--- config.mk ---
export PLATFORM = sky130hd
export DESIGN_NAME = raid_parity_mismatch_scanner
export DESIGN_NICKNAME = d
export VERILOG_FILES = /design/src/rtl/rpms_pkg.sv /design/src/rtl/rpms_xor_lane.sv /design/src/rtl/rpms_parity_merge.sv /design/src/rtl/rpms_run_tracker.sv /design/src/rtl/rpms_event_fifo.sv /design/src/rtl/raid_parity_mismatch_scanner.sv
export SDC_FILE = /design/constraint.sdc
export NUM_CORES = 2
export LEC_CHECK = 0
export BUFFER_PORTS_ARGS = -buffer_cell sky130_fd_sc_hd__buf_2
export CAP_MARGIN = 10
export CORE_MARGIN = 1.5
export CORE_UTILIZATION = 45
export CTS_BUF_LIST = sky130_fd_sc_hd__clkbuf_8
export CTS_CLUSTER_SIZE = 12
export DETAILED_ROUTE_END_ITERATION = 10
export MAX_ROUTING_LAYER = met4
export PLACE_DENSITY_LB_ADDON = 0.1
export REMOVE_ABC_BUFFERS = 1
export SKIP_CTS_REPAIR_TIMING = 1
export SLEW_MARGIN = 20
export SYNTH_ARGS = -nofsm -noshare
export SYNTH_HDL_FRONTEND = slang
export SYNTH_HIERARCHICAL = 1
export SYNTH_SLANG_ARGS = --single-unit
--- constraint.sdc ---
create_clock -name clk -period 37.9 [get_ports clk]
set_input_delay 0 -clock clk [delete_from_list [all_inputs] [get_ports clk]]
set_output_delay 0 -clock clk [all_outputs]
set_load 0.01 [all_outputs]
--- src/rtl/rpms_pkg.sv ---
// Types and constants of the RAID parity mismatch scanner.
package rpms_pkg;

  localparam int unsigned WORD_W      = 32;
  localparam int unsigned DISK_FIELDS = 8;
  localparam int unsigned SECTOR_W    = 48;
  localparam int unsigned LEN_W       = 32;
  localparam int unsigned POS_W       = 10;
  localparam int unsigned DC_W        = 4;
  localparam int unsigned SW_W        = 11;

  localparam int unsigned IN_TDATA_W  = DISK_FIELDS * WORD_W + SECTOR_W;
  localparam int unsigned OUT_TDATA_W = 2 * SECTOR_W + LEN_W;

  localparam int unsigned CFG_IDX_W   = 8;
  localparam int unsigned CFG_DATA_W  = 16;

  localparam logic [CFG_IDX_W-1:0] CFG_DISK_COUNT   = 8'd0;
  localparam logic [CFG_IDX_W-1:0] CFG_SECTOR_WORDS = 8'd1;

  localparam logic [DC_W-1:0] DC_RESET = 4'd3;
  localparam logic [DC_W-1:0] DC_MIN   = 4'd2;
  localparam logic [SW_W-1:0] SW_RESET = 11'd128;
  localparam logic [SW_W-1:0] SW_MAX   = 11'd1024;

  localparam logic KIND_START = 1'b0;
  localparam logic KIND_END   = 1'b1;

  localparam int unsigned FIFO_DEPTH = 4;
  localparam int unsigned FIFO_PTR_W = $clog2(FIFO_DEPTH);
  localparam int unsigned FIFO_CNT_W = $clog2(FIFO_DEPTH + 1);

  typedef struct packed {
    logic                kind;
    logic [SECTOR_W-1:0] first;
    logic [SECTOR_W-1:0] last;
    logic [LEN_W-1:0]    len;
    logic                last_ev;
  } event_t;

  // Events produced by one transfer; push_b implies push_a.
  typedef struct packed {
    logic   push_a;
    logic   push_b;
    event_t ev_a;
    event_t ev_b;
  } push_t;

endpackage

--- src/rtl/rpms_xor_lane.sv ---
// One disk lane: gates the disk word by the active-disk enable.
module rpms_xor_lane import rpms_pkg::*; (
  input  logic              en,
  input  logic [WORD_W-1:0] word,
  output logic [WORD_W-1:0] word_gated
);

  assign word_gated = en ? word : '0;

endmodule

--- src/rtl/rpms_parity_merge.sv ---
// Merge stage: XOR of all lane words and the nonzero parity flag.
module rpms_parity_merge import rpms_pkg::*; #(
  parameter int unsigned NUM_LANES = 8
) (
  input  logic [WORD_W-1:0] lane_word [NUM_LANES],
  output logic              mismatch
);

  logic [WORD_W-1:0] acc;

  always_comb begin
    acc = '0;
    for (int i = 0; i < NUM_LANES; i++) begin
      acc = acc ^ lane_word[i];
    end
  end

  assign mismatch = |acc;

endmodule

--- src/rtl/rpms_run_tracker.sv ---
// Sector and bad-run tracking; emits up to two events per transfer.
module rpms_run_tracker import rpms_pkg::*; (
  input  logic                clk,
  input  logic                rst_n,
  input  logic                accept,
  input  logic                mismatch,
  input  logic [SECTOR_W-1:0] sector,
  input  logic [SW_W-1:0]     sw_eff,
  output push_t               push
);

  logic [POS_W-1:0]    pos_r, pos_nxt;
  logic                sbad_r, sbad_nxt;
  logic                open_r, open_nxt;
  logic [SECTOR_W-1:0] first_r, first_nxt;
  logic [SECTOR_W-1:0] last_r, last_nxt;
  logic [LEN_W-1:0]    cnt_r, cnt_nxt;
  logic [SECTOR_W-1:0] cur_r, cur_nxt;

  logic                brk, open1, sbad1, sec_end;
  logic                ev_b_vld;
  logic [LEN_W-1:0]    cnt1;
  logic [SECTOR_W-1:0] cur1;
  event_t              brk_ev, end_ev;

  always_comb begin
    // run broken by a sector number that does not follow on
    brk   = (pos_r == '0) && open_r && (sector != (cur_r + SECTOR_W'(1)));
    open1 = open_r && !brk;
    cnt1  = brk ? '0 : cnt_r;
    cur1  = (pos_r == '0) ? sector : cur_r;
    sbad1 = sbad_r || mismatch;
    sec_end = ({1'b0, pos_r} + SW_W'(1)) >= sw_eff;

    brk_ev = '{kind: KIND_END, first: first_r, last: last_r, len: cnt_r, last_ev: 1'b1};
    end_ev = '{kind: KIND_END, first: first_r, last: last_r, len: cnt1, last_ev: 1'b1};

    pos_nxt   = pos_r + POS_W'(1);
    sbad_nxt  = sbad1;
    open_nxt  = open1;
    first_nxt = first_r;
    last_nxt  = last_r;
    cnt_nxt   = cnt1;
    cur_nxt   = cur1;
    ev_b_vld  = 1'b0;

    if (sec_end) begin
      pos_nxt  = '0;
      sbad_nxt = 1'b0;
      if (sbad1) begin
        if (!open1) begin
          open_nxt  = 1'b1;
          first_nxt = cur1;
          last_nxt  = cur1;
          cnt_nxt   = LEN_W'(1);
          ev_b_vld  = 1'b1;
          end_ev    = '{kind: KIND_START, first: cur1, last: cur1, len: LEN_W'(1),
                        last_ev: 1'b1};
        end else begin
          cnt_nxt  = (cnt1 != '1) ? cnt1 + LEN_W'(1) : cnt1;
          last_nxt = cur1;
        end
      end else if (open1) begin
        open_nxt = 1'b0;
        cnt_nxt  = '0;
        ev_b_vld = 1'b1;
      end
    end

    // pack: the first event always goes into slot a
    push = '0;
    if (accept) begin
      if (brk) begin
        push.push_a = 1'b1;
        push.ev_a   = brk_ev;
        push.push_b = ev_b_vld;
        push.ev_b   = end_ev;
        push.ev_a.last_ev = !ev_b_vld;
      end else begin
        push.push_a = ev_b_vld;
        push.ev_a   = end_ev;
      end
    end
  end

  always_ff @(posedge clk) begin
    if (!rst_n) begin
      pos_r   <= '0;
      sbad_r  <= 1'b0;
      open_r  <= 1'b0;
      first_r <= '0;
      last_r  <= '0;
      cnt_r   <= '0;
      cur_r   <= '0;
    end else if (accept) begin
      pos_r   <= pos_nxt;
      sbad_r  <= sbad_nxt;
      open_r  <= open_nxt;
      first_r <= first_nxt;
      last_r  <= last_nxt;
      cnt_r   <= cnt_nxt;
      cur_r   <= cur_nxt;
    end
  end

endmodule

--- src/rtl/rpms_event_fifo.sv ---
// Small event queue; takes up to two events per cycle, gives one.
module rpms_event_fifo import rpms_pkg::*; (
  input  logic   clk,
  input  logic   rst_n,
  input  push_t  push,
  input  logic   pop,
  output logic   room2,
  output logic   head_vld,
  output event_t head
);

  event_t                mem_r [FIFO_DEPTH];
  logic [FIFO_PTR_W-1:0] wr_r, wr_nxt, rd_r, rd_nxt;
  logic [FIFO_CNT_W-1:0] cnt_r, cnt_nxt;
  logic                  do_pop;

  assign head_vld = cnt_r != '0;
  assign head     = mem_r[rd_r];
  assign room2    = cnt_r <= FIFO_CNT_W'(FIFO_DEPTH - 2);
  assign do_pop   = pop && head_vld;

  always_comb begin
    wr_nxt  = wr_r + FIFO_PTR_W'(push.push_a) + FIFO_PTR_W'(push.push_b);
    rd_nxt  = rd_r + FIFO_PTR_W'(do_pop);
    cnt_nxt = cnt_r + FIFO_CNT_W'(push.push_a) + FIFO_CNT_W'(push.push_b)
              - FIFO_CNT_W'(do_pop);
  end

  always_ff @(posedge clk) begin
    if (push.push_a) mem_r[wr_r] <= push.ev_a;
    if (push.push_b) mem_r[wr_r + FIFO_PTR_W'(1)] <= push.ev_b;
  end

  always_ff @(posedge clk) begin
    if (!rst_n) begin
      wr_r  <= '0;
      rd_r  <= '0;
      cnt_r <= '0;
    end else begin
      wr_r  <= wr_nxt;
      rd_r  <= rd_nxt;
      cnt_r <= cnt_nxt;
    end
  end

endmodule

--- src/rtl/raid_parity_mismatch_scanner.sv ---
// Top level of the RAID parity mismatch scanner.
// An event raised by an input transfer enters the event queue and is offered on out_ once at its head.
// Throughput: one word position per cycle; in_tready drops only while the
// four-entry event queue has fewer than two free slots (set by out_ draining).
// Reset (rst_n low, synchronous): queue emptied, sector and run state cleared,
// disk_count back to 3 and sector_words back to 128.
module raid_parity_mismatch_scanner import rpms_pkg::*; #(
  parameter int unsigned MAX_DISKS = 8
) (
  input  logic                   clk,
  input  logic                   rst_n,
  // word_disk0..word_disk7 (32b each), sector_number (48b), low bits first
  input  logic [IN_TDATA_W-1:0]  in_tdata,
  input  logic                   in_tvalid,
  output logic                   in_tready,
  // first_sector (48b), last_sector (48b), run_length (32b), low bits first
  output logic [OUT_TDATA_W-1:0] out_tdata,
  // event_kind (1b)
  output logic                   out_tuser,
  output logic                   out_tlast,
  output logic                   out_tvalid,
  input  logic                   out_tready,
  input  logic [CFG_IDX_W-1:0]   cfg_index,
  input  logic [CFG_DATA_W-1:0]  cfg_data,
  input  logic                   cfg_valid,
  output logic                   cfg_ready
);

  // config registers, taken raw and clamped on use
  logic [DC_W-1:0] disk_count_r;
  logic [SW_W-1:0] sector_words_r;
  logic [DC_W-1:0] dc_eff;
  logic [SW_W-1:0] sw_eff;

  logic              in_xfer;
  logic [WORD_W-1:0] lane_word [MAX_DISKS];
  logic              mismatch;
  push_t             push;
  logic              room2;
  event_t            head;

  assign cfg_ready = 1'b1;

  always_ff @(posedge clk) begin
    if (!rst_n) begin
      disk_count_r   <= DC_RESET;
      sector_words_r <= SW_RESET;
    end else if (cfg_valid) begin
      case (cfg_index)
        CFG_DISK_COUNT:   disk_count_r   <= cfg_data[DC_W-1:0];
        CFG_SECTOR_WORDS: sector_words_r <= cfg_data[SW_W-1:0];
        default: ;  // unknown index: dropped
      endcase
    end
  end

  // too few disks acts as two, too many as all lanes; empty sector acts as one word
  always_comb begin
    if (disk_count_r < DC_MIN)                 dc_eff = DC_MIN;
    else if (disk_count_r > DC_W'(MAX_DISKS))  dc_eff = DC_W'(MAX_DISKS);
    else                                       dc_eff = disk_count_r;
    if (sector_words_r == '0)                  sw_eff = SW_W'(1);
    else if (sector_words_r > SW_MAX)          sw_eff = SW_MAX;
    else                                       sw_eff = sector_words_r;
  end

  assign in_tready = room2;
  assign in_xfer   = in_tvalid && in_tready;

  // one lane per member disk
  for (genvar g = 0; g < MAX_DISKS; g++) begin : g_lane
    rpms_xor_lane u_lane (
      .en         (DC_W'(g) < dc_eff),
      .word       (in_tdata[g*WORD_W +: WORD_W]),
      .word_gated (lane_word[g])
    );
  end

  rpms_parity_merge #(.NUM_LANES(MAX_DISKS)) u_merge (
    .lane_word (lane_word),
    .mismatch  (mismatch)
  );

  rpms_run_tracker u_track (
    .clk      (clk),
    .rst_n    (rst_n),
    .accept   (in_xfer),
    .mismatch (mismatch),
    .sector   (in_tdata[DISK_FIELDS*WORD_W +: SECTOR_W]),
    .sw_eff   (sw_eff),
    .push     (push)
  );

  // output queue decouples event transfers from input transfers
  rpms_event_fifo u_fifo (
    .clk      (clk),
    .rst_n    (rst_n),
    .push     (push),
    .pop      (out_tready),
    .room2    (room2),
    .head_vld (out_tvalid),
    .head     (head)
  );

  assign out_tdata = {head.len, head.last, head.first};
  assign out_tuser = head.kind;
  assign out_tlast = head.last_ev;

endmodule

==> results by group <==
Status
  • Run status: complete, but fails checks
  • Failing checks: negative hold slack

Synth
  • Synth unique cells: 88
  • Post-synth top area cell: edfxtp_1
  • Cells after Synth: between 3000 and 4000
  • Post-synthesis cell area: 0.0438 mm^2
  • Yosys warning count: 6
  • Top cells by area, synth: edfxtp_1 (36%), mux2_2 (13%), dfxtp_1 (9.6%)
  • Post-synth EDFFs: 520
  • Ys async rst share: 0
  • Synthesized area per cell: approximately 11 um^2
  • Post-synthesis sequential element count: 730
  • Ys flop type: edfxtp_1
  • Synth top area share: 0.356
  • Seq/Total Area, Yosys: 0.452

Die
  • Ports: 466
  • Starting density of the core: 0.454
  • Die H: 315 um
  • Core area: 0.0966 mm^2
  • FP Rows: 114
  • Die extent in x: 315 um
  • Die ar.: 0.0993 mm^2

Power and ir drop
  • P_leak: 20.2 nW
  • Pwr/cell area: 41.1 mW/mm^2
  • Worst VDD drop: 0.0000479 V

STA
  • RSZ-0062 raised after global routing: no
  • Slew Limit Fails: 0
  • Final hold violations: 4
  • Hold slack: -0.0575 ns
  • Rel. slew slack: 0.236
  • Min cycle time layout: 8.16 ns
  • Worst Clk Skew: 0.0466 ns
  • Fin Setup TNS: 0 ns
  • Tcrit/Tclk final: 0.215
  • Final setup viols: 0
  • Fmax: 0.123 GHz
  • Final worst slack: 29.74 ns
  • Worst Tran Pin Value: 1.15 ns

Placement
  • Placed Cells: 5427
  • Post-Place Worst Slack: 29.72 ns
  • Port Buffers: approximately 460
  • Final Wtd Congestion: 0.940
  • Post-DP HPWL: ~83000 um

Setup path
  • Worst setup endpoint: u_fifo/mem_r[0][109]
  • WS Path Type: reg -> reg
  • CP Launch Type: flop
  • Reg2reg setup slack: 29.74 ns
  • Crit path from: disk_count_r[3]
  • Buf/Inv on CP: 6
  • Largest delay share family, worst path: simple AND/OR/NAND/NOR gates
  • Critical-path maximum fanout: 55
  • Worst Setup End Kind: flop
  • Slowest CP cell: buf_4
  • Stages on worst setup path: 20
  • CP required: 38.42 ns
  • Worst R2R Start: disk_count_r[3]
  • Worst path most repeated cell: buf_4
  • R2r endpoint: u_fifo/mem_r[0][109]
  • Crit-path cells: or2_1 -> buf_4 -> a21o_1 -> buf_4 -> and2_2 -> xnor2_1 -> xnor2_1 -> xnor2_1 -> nand4_1 -> nor4_1 -> nand2_1 -> nor2_1 -> inv_1 -> ha_1 -> nor3_1 -> buf_4 -> nand3_4 -> buf_4 -> buf_4 -> mux2_2
  • Reg2reg path depth: 20
  • Crit path largest cell delay: 0.93 ns
  • WP data arrival: about 8.7 ns

Clocking
  • H-Tree Depth: 4
  • Sink Count: 730
  • TritonCTS clock tree: built
  • CTS Buffer Depth: 3
  • Clock latency on the worst-skew pair: just over 0.8 ns
  • TritonCTS Buffers: 132
  • CTS root buffer: clkbuf_8
  • Clock transition at path regs: 0.07 ns

Final layout
  • Fillcell total: 8790
  • Area grow syn2layout: 14.4%
  • Finished Layout Cells: around 5800
  • Nets@finish: 4721
  • Share of layout cells above drive strength 1: 0.362
  • Post-Route Utilization: 0.520

Hold path
  • HP Class: in -> reg

GRT
  • Vias in the first global route: 31300
  • Largest net degree at the start of global routing: roughly 120
  • GRT Total Usage: 0.269
  • Initial antenna violation count: 37
  • Grt ovf: 0
  • Global-route wire length before repair: 196000 um

Detailed routing
  • DR pass1 iterations: 6
  • Drt first-iter violations: 2481
  • Vias/cell: 5.45
  • Residual DRC count: 0
  • Drt total wl: 130000 um
  • Detail Route Antenna Nets: 0
  • Routed len/inst: 22.5 um
  • DR vias: 31500

Run
  • Max-Cap Viols: 0
[layout make-up]
cell class                      count  area, um^2  share of cell area
Timing Repair Buffer              587        3510              0.0700
Multi-Input combinational cell   2881       22500               0.449
Tap cell                         1276        1600              0.0318
Clock buffer                      149        2050              0.0409
Sequential cell                   730       19800               0.395
Antenna cell                       33        82.6             0.00165
Clock inverter                     92         443             0.00883
Inverter                           34         128             0.00254
[sequential cells by signal, summed over array words and instances (netlist names)]
| register | flops |
|---|---|
| u_track/cnt_r | 32 |
| u_fifo/wr_r | 2 |
| u_track/pos_r | 10 |
| u_track/first_r | 48 |
| u_track/sbad_r | 1 |
| sector_words_r | 11 |
| u_track/last_r | 48 |
| u_fifo/rd_r | 2 |
| u_track/cur_r | 48 |
| u_fifo/cnt_r | 3 |
| u_fifo/mem_r | 520 |
| u_track/open_r | 1 |
| disk_count_r | 4 |
[tightest hold or removal path, delay by kind of cell]
family                 cells  cell delay [ns]
AO/OA/AOI/OAI              2             0.34
buffers and inverters      1             0.12
multiplexers               1             0.22
[kinds of logic (layout without fill, tap and decap cells)]
kind of cell,after synthesis,count (layout),synth area share
AO/OA/AOI/OAI,379,379,0.0621
XOR/XNOR,293,293,0.0585
adder cells (fa/ha/maj),22,22,0.00679
buffers and inverters,346,862,0.0396
flip-flops,730,730,0.452
multiplexers,722,722,0.217
other,2,75,0.000171
AND/OR/NAND/NOR,1423,1423,0.164
[synth_stat cells, drive strengths merged, types with 4 or more instances]
cell type,count
edfxtp,520
mux2,520
nor2,437
nand2,417
and2,283
xnor2,270
dfxtp,210
buf,173
clkbuf,139
mux4,130
o21ai,105
mux2i,72
a21boi,58
and3,52
nand3,47
o211a,47
nand4,43
nor2b,34
a21oi,32
inv,32
o21a,32
nor3,30
o22a,27
nor4,25
xor2,23
ha,19
and4,12
a31oi,10
o211ai,9
a21o,8
a31o,6
nand2b,6
nand3b,6
nor3b,6
or4,6
a211oi,5
o31ai,5
nor4b,4
o22ai,4
o311ai,4
o41ai,4
or2,4
or3,4
[metrics by stage]
stage                     total power (W)  cell area (um^2)
after CTS                         0.00208             49300
final                             0.00206             50200
after global routing              0.00216             50200
after detailed placement          0.00136             46800
after global placement            0.00136             46800
after floorplan                   0.00121             42400
[worst min-delay path by stage]
stage                        startpoint             endpoint  slack (ns)  depth (start not counted)
after global routing      in_tdata[296]  u_track/first_r[40]        0.01                          5
after global placement      cfg_data[5]    sector_words_r[5]        0.26                          3
after floorplan                   rst_n       u_track/open_r        0.12                          1
after CTS                   cfg_data[5]    sector_words_r[5]       -0.62                          3
after detailed placement    cfg_data[5]    sector_words_r[5]        0.26                          3
final                     in_tdata[283]    u_track/cur_r[27]       -0.06                          4
[placed cells by master, fill, tap and decap left out, types with 6 or more instances in the layout]
cell type      synthesis  routed
dfxtp_1              210     208
nand2_1              416     416
o21ai_0              102     101
buf_4                 38      44
o22a_1                27      27
nor2_1               436     434
ha_1                  19      19
a21o_1                 8       8
dlygate4sd3_1          0      81
nor3_1                28      26
nand3_1               47      46
xor2_1                23      23
and2_1                27      25
clkinv_1               2      17
and3_1                52      52
edfxtp_1             520     520
nor4_1                23      23
conb_1                 2      42
mux2i_1               72      72
nor2b_1               34      31
and2_2               256     257
inv_1                 32      83
o211a_1               46      46
buf_2                 92     458
diode_2                0      33
o211ai_1               9       9
a21boi_0              57      57
nand2b_1               6       6
mux4_2               130     130
o21a_1                32      32
clkinv_2               0      13
clkbuf_8               0     149
mux2_2               510     510
mux2_1                10      10
and4_1                12      12
xnor2_1              270     270
a31oi_1               10      10
nand4_1               42      42
a21oi_1               32      32
[layer usage]
| layer | vias to the layer above | track usage | part of all wire |
|---|---|---|---|
| met5 | - | - | 0 |
| met1 | 15400 | 0.359 | 0.45 |
| met2 | 956 | 0.418 | 0.47 |
| met4 | 0 | 0.0743 | 0.018 |
| li1 | 15000 | - | - |
| met3 | 160 | 0.0506 | 0.063 |
[power by group]
group | switching [W] | leakage (nW) | internal, W | total (W)
Sequential | 0.0000482 | 7.07 | 0.000862 | 0.000910
Clock | 0.000343 | 1.47 | 0.000368 | 0.000712
Combinational | 0.000251 | 11.7 | 0.000191 | 0.000442
Total | 0.000643 | 20.2 | 0.00142 | 0.00206
No activity file was read; power rests on OpenSTA's default activity.
